**config.mk**
```make
export PLATFORM = sky130hd
export DESIGN_NAME = i2c_master_adc_four_channel_read_unit
export DESIGN_NICKNAME = d
export VERILOG_FILES = /design/src/sv/i2cadc_pkg.sv /design/src/sv/i2cadc_step.sv /design/src/sv/i2c_master_adc_four_channel_read_unit.sv
export SDC_FILE = /design/constraint.sdc
export NUM_CORES = 1
export LEC_CHECK = 0
export ABC_AREA = 0
export BUFFER_PORTS_ARGS = -buffer_cell sky130_fd_sc_hd__buf_4
export CAP_MARGIN = 40
export CORE_MARGIN = 2
export CORE_UTILIZATION = 45
export DETAILED_ROUTE_END_ITERATION = 6
export PLACE_DENSITY = 0.69
export SYNTH_ARGS = -nofsm -noshare
export SYNTH_HDL_FRONTEND = slang
export SYNTH_SLANG_ARGS = --single-unit
```
**constraint.sdc**
```tcl
create_clock -name clk -period 3.62 [get_ports clk]
set_input_delay 0.724 -clock clk [delete_from_list [all_inputs] [get_ports clk]]
set_output_delay 0.724 -clock clk [all_outputs]
set_load 0.05 [all_outputs]
```
**src/sv/i2cadc_pkg.sv**
```systemverilog
// ----------------------------------------------------------------------------
// i2cadc_pkg
// Types and constants shared by the I2C converter read sequencer.
// ----------------------------------------------------------------------------
package i2cadc_pkg;

  localparam int STEP_W = 4;
  localparam int IDX_W  = 3;

  localparam logic [STEP_W-1:0] ST_IDLE        = 4'd0;
  localparam logic [STEP_W-1:0] ST_START1      = 4'd1;
  localparam logic [STEP_W-1:0] ST_SEND_WADDR  = 4'd2;
  localparam logic [STEP_W-1:0] ST_ACK_WADDR   = 4'd3;
  localparam logic [STEP_W-1:0] ST_SEND_CTRL   = 4'd4;
  localparam logic [STEP_W-1:0] ST_ACK_CTRL    = 4'd5;
  localparam logic [STEP_W-1:0] ST_START2      = 4'd6;
  localparam logic [STEP_W-1:0] ST_SEND_RADDR  = 4'd7;
  localparam logic [STEP_W-1:0] ST_ACK_RADDR   = 4'd8;
  localparam logic [STEP_W-1:0] ST_RECV_DUMMY  = 4'd9;
  localparam logic [STEP_W-1:0] ST_MACK_DUMMY  = 4'd10;
  localparam logic [STEP_W-1:0] ST_RECV_SAMPLE = 4'd11;
  localparam logic [STEP_W-1:0] ST_MACK_SAMPLE = 4'd12;
  localparam logic [STEP_W-1:0] ST_NOACK       = 4'd13;
  localparam logic [STEP_W-1:0] ST_STOP_OK     = 4'd14;
  localparam logic [STEP_W-1:0] ST_STOP_ERR    = 4'd15;

  localparam logic [7:0] ADDR_WRITE = 8'h90;
  localparam logic [7:0] ADDR_READ  = 8'h91;
  localparam logic [7:0] CTRL_RESET = 8'h04;

  typedef struct packed {
    logic start_req;
    logic sda_in;
  } in_t;

  typedef struct packed {
    logic       scl;
    logic       sda_drive;
    logic       busy_res;
    logic       done_res;
    logic       failed;
    logic       sample_valid;
    logic [1:0] sample_channel;
    logic [7:0] sample_value;
  } out_t;

  typedef struct packed {
    logic [STEP_W-1:0] step;
    logic [1:0]        bit_phase;
    logic [2:0]        bit_count;
    logic [7:0]        shift_byte;
    logic [IDX_W-1:0]  sample_index;
    logic              retry_used;
  } seq_state_t;

endpackage

```
**src/sv/i2cadc_step.sv**
```systemverilog
// ----------------------------------------------------------------------------
// i2cadc_step
// One bus tick of the read sequencer: line levels, flags and next state.
// ----------------------------------------------------------------------------
module i2cadc_step #(
  parameter int SAMPLE_COUNT = 4
) (
  input  i2cadc_pkg::seq_state_t st,
  input  i2cadc_pkg::in_t        din,
  input  logic [7:0]             control_byte,
  output i2cadc_pkg::seq_state_t st_nxt,
  output i2cadc_pkg::out_t       res
);
  import i2cadc_pkg::*;

  seq_state_t            cur;
  logic [1:0]            ph;
  logic [7:0]            rx_byte;
  logic [IDX_W-1:0]      idx_inc;

  always_comb begin
    cur = st;
    ph  = st.bit_phase;
    if (st.step == ST_IDLE && din.start_req) begin
      cur.retry_used = 1'b0;
      cur.step       = ST_START1;
      cur.bit_phase  = 2'd0;
      ph             = 2'd0;
    end

    rx_byte = {cur.shift_byte[6:0], din.sda_in};
    idx_inc = cur.sample_index + IDX_W'(1);
    st_nxt  = cur;

    res                = '0;
    res.scl            = 1'b1;
    res.sda_drive      = 1'b1;
    res.busy_res       = (cur.step != ST_IDLE);

    case (cur.step)
      ST_IDLE: begin
      end
      ST_START1, ST_START2: begin
        res.scl       = (ph != 2'd0);
        res.sda_drive = (ph != 2'd2);
        if (ph >= 2'd2) begin
          st_nxt.step       = (cur.step == ST_START1) ? ST_SEND_WADDR : ST_SEND_RADDR;
          st_nxt.shift_byte = (cur.step == ST_START1) ? ADDR_WRITE : ADDR_READ;
          st_nxt.bit_count  = 3'd0;
          st_nxt.bit_phase  = 2'd0;
        end else begin
          st_nxt.bit_phase = ph + 2'd1;
        end
      end
      ST_SEND_WADDR, ST_SEND_CTRL, ST_SEND_RADDR: begin
        res.scl       = (ph != 2'd0);
        res.sda_drive = cur.shift_byte[7];
        if (ph == 2'd0) begin
          st_nxt.bit_phase = 2'd1;
        end else begin
          st_nxt.shift_byte = {cur.shift_byte[6:0], 1'b0};
          st_nxt.bit_phase  = 2'd0;
          st_nxt.bit_count  = cur.bit_count + 3'd1;
          if (cur.bit_count == 3'd7) begin
            st_nxt.step = cur.step + STEP_W'(1);
          end
        end
      end
      ST_ACK_WADDR, ST_ACK_CTRL, ST_ACK_RADDR: begin
        res.scl = (ph != 2'd0);
        if (ph == 2'd0) begin
          st_nxt.bit_phase = 2'd1;
        end else begin
          st_nxt.bit_phase = 2'd0;
          if (din.sda_in) begin
            st_nxt.step = ST_STOP_ERR;
          end else if (cur.step == ST_ACK_WADDR) begin
            st_nxt.step       = ST_SEND_CTRL;
            st_nxt.shift_byte = control_byte;
            st_nxt.bit_count  = 3'd0;
          end else if (cur.step == ST_ACK_CTRL) begin
            st_nxt.step = ST_START2;
          end else begin
            st_nxt.step       = ST_RECV_DUMMY;
            st_nxt.bit_count  = 3'd0;
            st_nxt.shift_byte = 8'd0;
          end
        end
      end
      ST_RECV_DUMMY, ST_RECV_SAMPLE: begin
        res.scl = (ph != 2'd0);
        if (ph == 2'd0) begin
          st_nxt.bit_phase = 2'd1;
        end else begin
          st_nxt.shift_byte = rx_byte;
          st_nxt.bit_phase  = 2'd0;
          st_nxt.bit_count  = cur.bit_count + 3'd1;
          if (cur.bit_count == 3'd7) begin
            st_nxt.step = cur.step + STEP_W'(1);
            if (cur.step == ST_RECV_SAMPLE) begin
              res.sample_valid   = 1'b1;
              res.sample_channel = cur.sample_index[1:0];
              res.sample_value   = rx_byte;
            end
          end
        end
      end
      ST_MACK_DUMMY, ST_MACK_SAMPLE: begin
        res.scl       = (ph != 2'd0);
        res.sda_drive = 1'b0;
        if (ph == 2'd0) begin
          st_nxt.bit_phase = 2'd1;
        end else begin
          st_nxt.bit_phase  = 2'd0;
          st_nxt.shift_byte = 8'd0;
          if (cur.step == ST_MACK_DUMMY) begin
            st_nxt.sample_index = '0;
            st_nxt.step         = ST_RECV_SAMPLE;
          end else begin
            st_nxt.sample_index = idx_inc;
            st_nxt.step = (idx_inc >= IDX_W'(SAMPLE_COUNT)) ? ST_NOACK : ST_RECV_SAMPLE;
          end
        end
      end
      ST_NOACK: begin
        res.scl = (ph != 2'd0);
        if (ph == 2'd0) begin
          st_nxt.bit_phase = 2'd1;
        end else begin
          st_nxt.bit_phase = 2'd0;
          st_nxt.step      = ST_STOP_OK;
        end
      end
      default: begin
        res.scl       = (ph != 2'd0);
        res.sda_drive = (ph >= 2'd2);
        if (ph < 2'd2) begin
          st_nxt.bit_phase = ph + 2'd1;
        end else begin
          st_nxt.bit_phase = 2'd0;
          st_nxt.bit_count = 3'd0;
          if (cur.step == ST_STOP_OK) begin
            res.done_res = 1'b1;
            st_nxt.step  = ST_IDLE;
          end else if (!cur.retry_used) begin
            st_nxt.retry_used = 1'b1;
            st_nxt.step       = ST_START1;
          end else begin
            res.failed  = 1'b1;
            st_nxt.step = ST_IDLE;
          end
        end
      end
    endcase
  end

endmodule

```
**src/sv/i2c_master_adc_four_channel_read_unit.sv**
```systemverilog
// ----------------------------------------------------------------------------
// i2c_master_adc_four_channel_read_unit
// I2C master that reads a four-channel converter, one bus tick per beat.
// A taken beat passes the input register, then the result register.
// Throughput: one beat per cycle while the result side is not stalled; the
// sequencer state advances once per tick. The input register and the result
// register each hold one beat. Reset (synchronous, rst_n low) returns the
// sequencer to idle and the control byte to its default.
// ----------------------------------------------------------------------------
module i2c_master_adc_four_channel_read_unit #(
  parameter int SAMPLE_COUNT = 4
) (
  input  logic             clk,
  input  logic             rst_n,
  input  logic             in_valid,
  output logic             in_ready,
  input  i2cadc_pkg::in_t  in_data,
  output logic             out_valid,
  input  logic             out_ready,
  output i2cadc_pkg::out_t out_data,
  input  logic             cfg_wr_en,
  input  logic [7:0]       cfg_wr_data
);
  import i2cadc_pkg::*;

  logic       in_valid_r;
  in_t        in_data_r;
  logic       out_valid_r;
  out_t       out_data_r;
  logic [7:0] control_r;
  seq_state_t st_r;
  seq_state_t st_nxt;
  out_t       res;
  logic       step_adv;

  assign step_adv  = in_valid_r && (!out_valid_r || out_ready);
  assign in_ready  = !in_valid_r || step_adv;
  assign out_valid = out_valid_r;
  assign out_data  = out_data_r;

  i2cadc_step #(
    .SAMPLE_COUNT(SAMPLE_COUNT)
  ) u_step (
    .st           (st_r),
    .din          (in_data_r),
    .control_byte (control_r),
    .st_nxt       (st_nxt),
    .res          (res)
  );

  always_ff @(posedge clk) begin
    if (!rst_n) begin
      in_valid_r  <= 1'b0;
      out_valid_r <= 1'b0;
      control_r   <= CTRL_RESET;
      st_r        <= '0;
    end else begin
      if (cfg_wr_en) begin
        control_r <= cfg_wr_data;
      end
      if (in_ready) begin
        in_valid_r <= in_valid;
      end
      if (step_adv) begin
        out_valid_r <= 1'b1;
        st_r        <= st_nxt;
      end else if (out_ready) begin
        out_valid_r <= 1'b0;
      end
    end
  end

  always_ff @(posedge clk) begin
    if (in_ready && in_valid) begin
      in_data_r <= in_data;
    end
    if (step_adv) begin
      out_data_r <= res;
    end
  end

  a_idle_phase: assert property (@(posedge clk) disable iff (!rst_n)
    st_r.step == ST_IDLE |-> st_r.bit_phase == 2'd0)
    else $error("idle sequencer holds a nonzero bit phase");

  a_end_to_idle: assert property (@(posedge clk) disable iff (!rst_n)
    step_adv && !res.busy_res |=> st_r.step == ST_IDLE)
    else $error("non-busy tick left the sequencer out of idle");

  a_end_levels: assert property (@(posedge clk) disable iff (!rst_n)
    out_valid_r && (out_data_r.done_res || out_data_r.failed) |->
      out_data_r.busy_res && out_data_r.scl && out_data_r.sda_drive)
    else $error("run ended off the final stop tick");

  a_sample_on_high: assert property (@(posedge clk) disable iff (!rst_n)
    out_valid_r && out_data_r.sample_valid |-> out_data_r.busy_res && out_data_r.scl)
    else $error("sample reported outside a high clock tick");

  a_index_bound: assert property (@(posedge clk) disable iff (!rst_n)
    st_r.sample_index <= IDX_W'(SAMPLE_COUNT))
    else $error("sample index ran past the sample count");

endmodule
```
==> results.txt <==
CTS sink cnt: 49
vias per cell: 6.21
DRT iter0 DRCs: 337
largest cells by area after synthesis: dfxtp_1 (20%), edfxtp_1 (18%), mux2i_1 (7.5%)
min cycle time layout: 2.47 ns
Hold-fix buffers, CTS: 0
final setup vio count: 0
clock slew at reported path FFs: 0.10 ns
Core ar.: 6680 um^2
post-CTS setup buffer count: 0
share of post-route cells with drive strength above 1: 16.4%
ANT cells: 0
placed cells: 438
YS warnings: 0
Max Root-Sink Buffers: 2
Syn-to-layout area delta: 11.7%
remaining routing DRC violations: 0
gr usage total: 21.4%
CP bufs+invs: 0
slowest cell delay on critical path: 0.76 ns
syn_nets: 363
WL/cell: 17.1 um
worst hold path class: flip-flop to flip-flop
Setup TNS: 0 ns
Mapped Area: 3060 um^2
WP data required: 3.86 ns
Critical Path, Cell by Cell: or2_1 > a21oi_1 > o22ai_1 > nor4b_2 > mux2i_1
post-synthesis cell count: 345
peak supply drop: 0.174 mV
vias in the first global route: 2598
cts bufs inserted: 5
RSZ-0062 raised after global routing: false
synthesis-stage register bit count: 49
synthesized area per cell: 8.86 um^2
post-cts repair resize count: 0
period utilisation layout: 68.3%
clk root buf: clkbuf_8
Clock Latency Late Sink: 0.31 ns
CP Max Fanout: 19
cell with the most instances after synthesis: nand2_1
pin count of the biggest net entering global routing: 38
CTS H-Tree Depth: 2
DR vias: 2771
detailed placement HPWL: 5230 um
Non-Filler Instances: 446
Fill cells: 631
WP data arrival: 2.71 ns
final hold vios: 0
die height: 86.4 um
maxcap violations: 0
Worst Setup Start Kind: flip-flop
Critical Path Sink Type: flip-flop
Worst Max-Slew Pin Slew: 0.665 ns
status: finished clean
Leak Pwr: 1.28 nW
Synth area leader: dfxtp_1
Core Rows: 30
initial antenna violation count: 0
GP Congestion: 0.926
Post-Route Skew: 0.0106 ns
chip width: 86.4 um
Slew Limit Headroom: 55.6%
Routed Antenna Nets: 0
Commonest cells post-synth: nand2_1 (40), dfxtp_1 (31), mux2i_1 (23)
first-pass GRT wire length: 12900 um
Starting Density: 45.7%
number of I/O pins: 33
Nets: 383
Async S/R FF share, synth: 0%
first-pass detailed-route iteration total: 5
gr ovfl total: 0
final wirelength: 7640 um
CTS tree: built
Slowest cell on crit path: dfxtp_1
Top FF cell, synth: dfxtp_1
PD cells: 325 nW/um^2
Synth top area share: 20.3%
number of synthesized flops with an enable pin: 18
die area: 7460 um^2
Yosys cell types: 61
post-synthesis sequential area ratio: 38.0%
Port Buffers: 32
CP delay by family, top: simple AND/OR/NAND/NOR gates
achievable frequency: 404 MHz
Setup CP Type: flip-flop to flip-flop
Slew Viols, Final: 0
[state kept, by name, summed over array words and instances (netlist names)]
register / count
out_valid: 1
control_r: 8
st_r: 21
out_data: 16
in_valid_r: 1
in_data_r: 2
[report_power, final]
| part | switching [mW] | internal [mW] |
|---|---|---|
| Sequential | 0.0172 | 0.591 |
| Combinational | 0.111 | 0.0635 |
| Clock | 0.188 | 0.138 |
| Total | 0.317 | 0.792 |
[per-layer routing]
metal,vias up,routed length (um),track usage (%)
li1,1297,-,-
met1,1310,3350,29.5
met2,146,3500,32.7
met3,18,642,5.05
met4,0,144,7.67
met5,-,0,0
[metrics by stage]
step                total power [mW]  cell area, um^2  hold WS, ns  util [%]  setup slack (ns)
floorplan                      0.742             3060        0.437         -              1.39
global placement               0.791             3330        0.446      49.8              1.14
detailed placement             0.792             3330        0.464      49.8              1.11
CTS                             1.12             3410        0.477      51.1              1.19
global route                    1.15             3410        0.501      51.1             0.913
finish                          1.11             3410        0.474      51.1              1.15
[cell families after synthesis]
family / after synthesis / share of synthesized area (%)
simple gates: 136 / 24.3
flops: 49 / 38.0
buf+inv: 37 / 5.57
xor+xnor: 3 / 0.860
mux: 27 / 9.01
compound gates: 90 / 21.0
fa+ha+maj: 3 / 1.23
[placed cells by master (no fill, tap or decap), drive strengths merged, types with 5 or more instances in the layout]
master  synthesis  routed
o21ai          15      15
nor3b           6       6
o21a            5       5
a22oi           7       7
a21oi          18      18
dfxtp          31      31
buf            17      41
edfxtp         18      18
nand2b         10      10
nor2b          14      14
o211ai          9       9
nand2          40      40
inv             8       9
clkbuf         11       6
nand3           9       9
mux2i          23      23
nor2           17      17
and2           11      11
[path summary, 6_finish.rpt]
| check | from | slack (ns) | end | cells after the start |
|---|---|---|---|---|
| worst max-delay path | st_r[18]$_SDFFE_PN0P_ | 1.15 | st_r[13]$_SDFFE_PN0P_ | 5 |
| worst min-delay path | st_r[13]$_SDFFE_PN0P_ | 0.47 | st_r[13]$_SDFFE_PN0P_ | 2 |
| worst max register to register | st_r[18]$_SDFFE_PN0P_ | 1.15 | st_r[13]$_SDFFE_PN0P_ | 5 |
| worst min register to register | st_r[13]$_SDFFE_PN0P_ | 0.47 | st_r[13]$_SDFFE_PN0P_ | 2 |
[worst reg2reg max path: cells and delay by family, from the launching register on]
family / cells / cell delay [ns]
compound gates: 2 / 0.50
flops: 1 / 0.76
mux: 1 / 0.23
simple gates: 2 / 0.92
[area by class of cell]
| class | instances | area [um^2] | area share [%] |
|---|---|---|---|
| clock buffers | 6 | 72.6 | 2.13 |
| flip-flops and latches | 49 | 1160 | 34.0 |
| clock inverters | 2 | 13.8 | 0.403 |
| well taps | 80 | 100 | 2.93 |
| repair buffers | 41 | 308 | 9.02 |
| multi-input cells | 259 | 1720 | 50.5 |
| inverters | 9 | 33.8 | 0.990 |
Note: power is estimated with default switching activity, not from simulation.
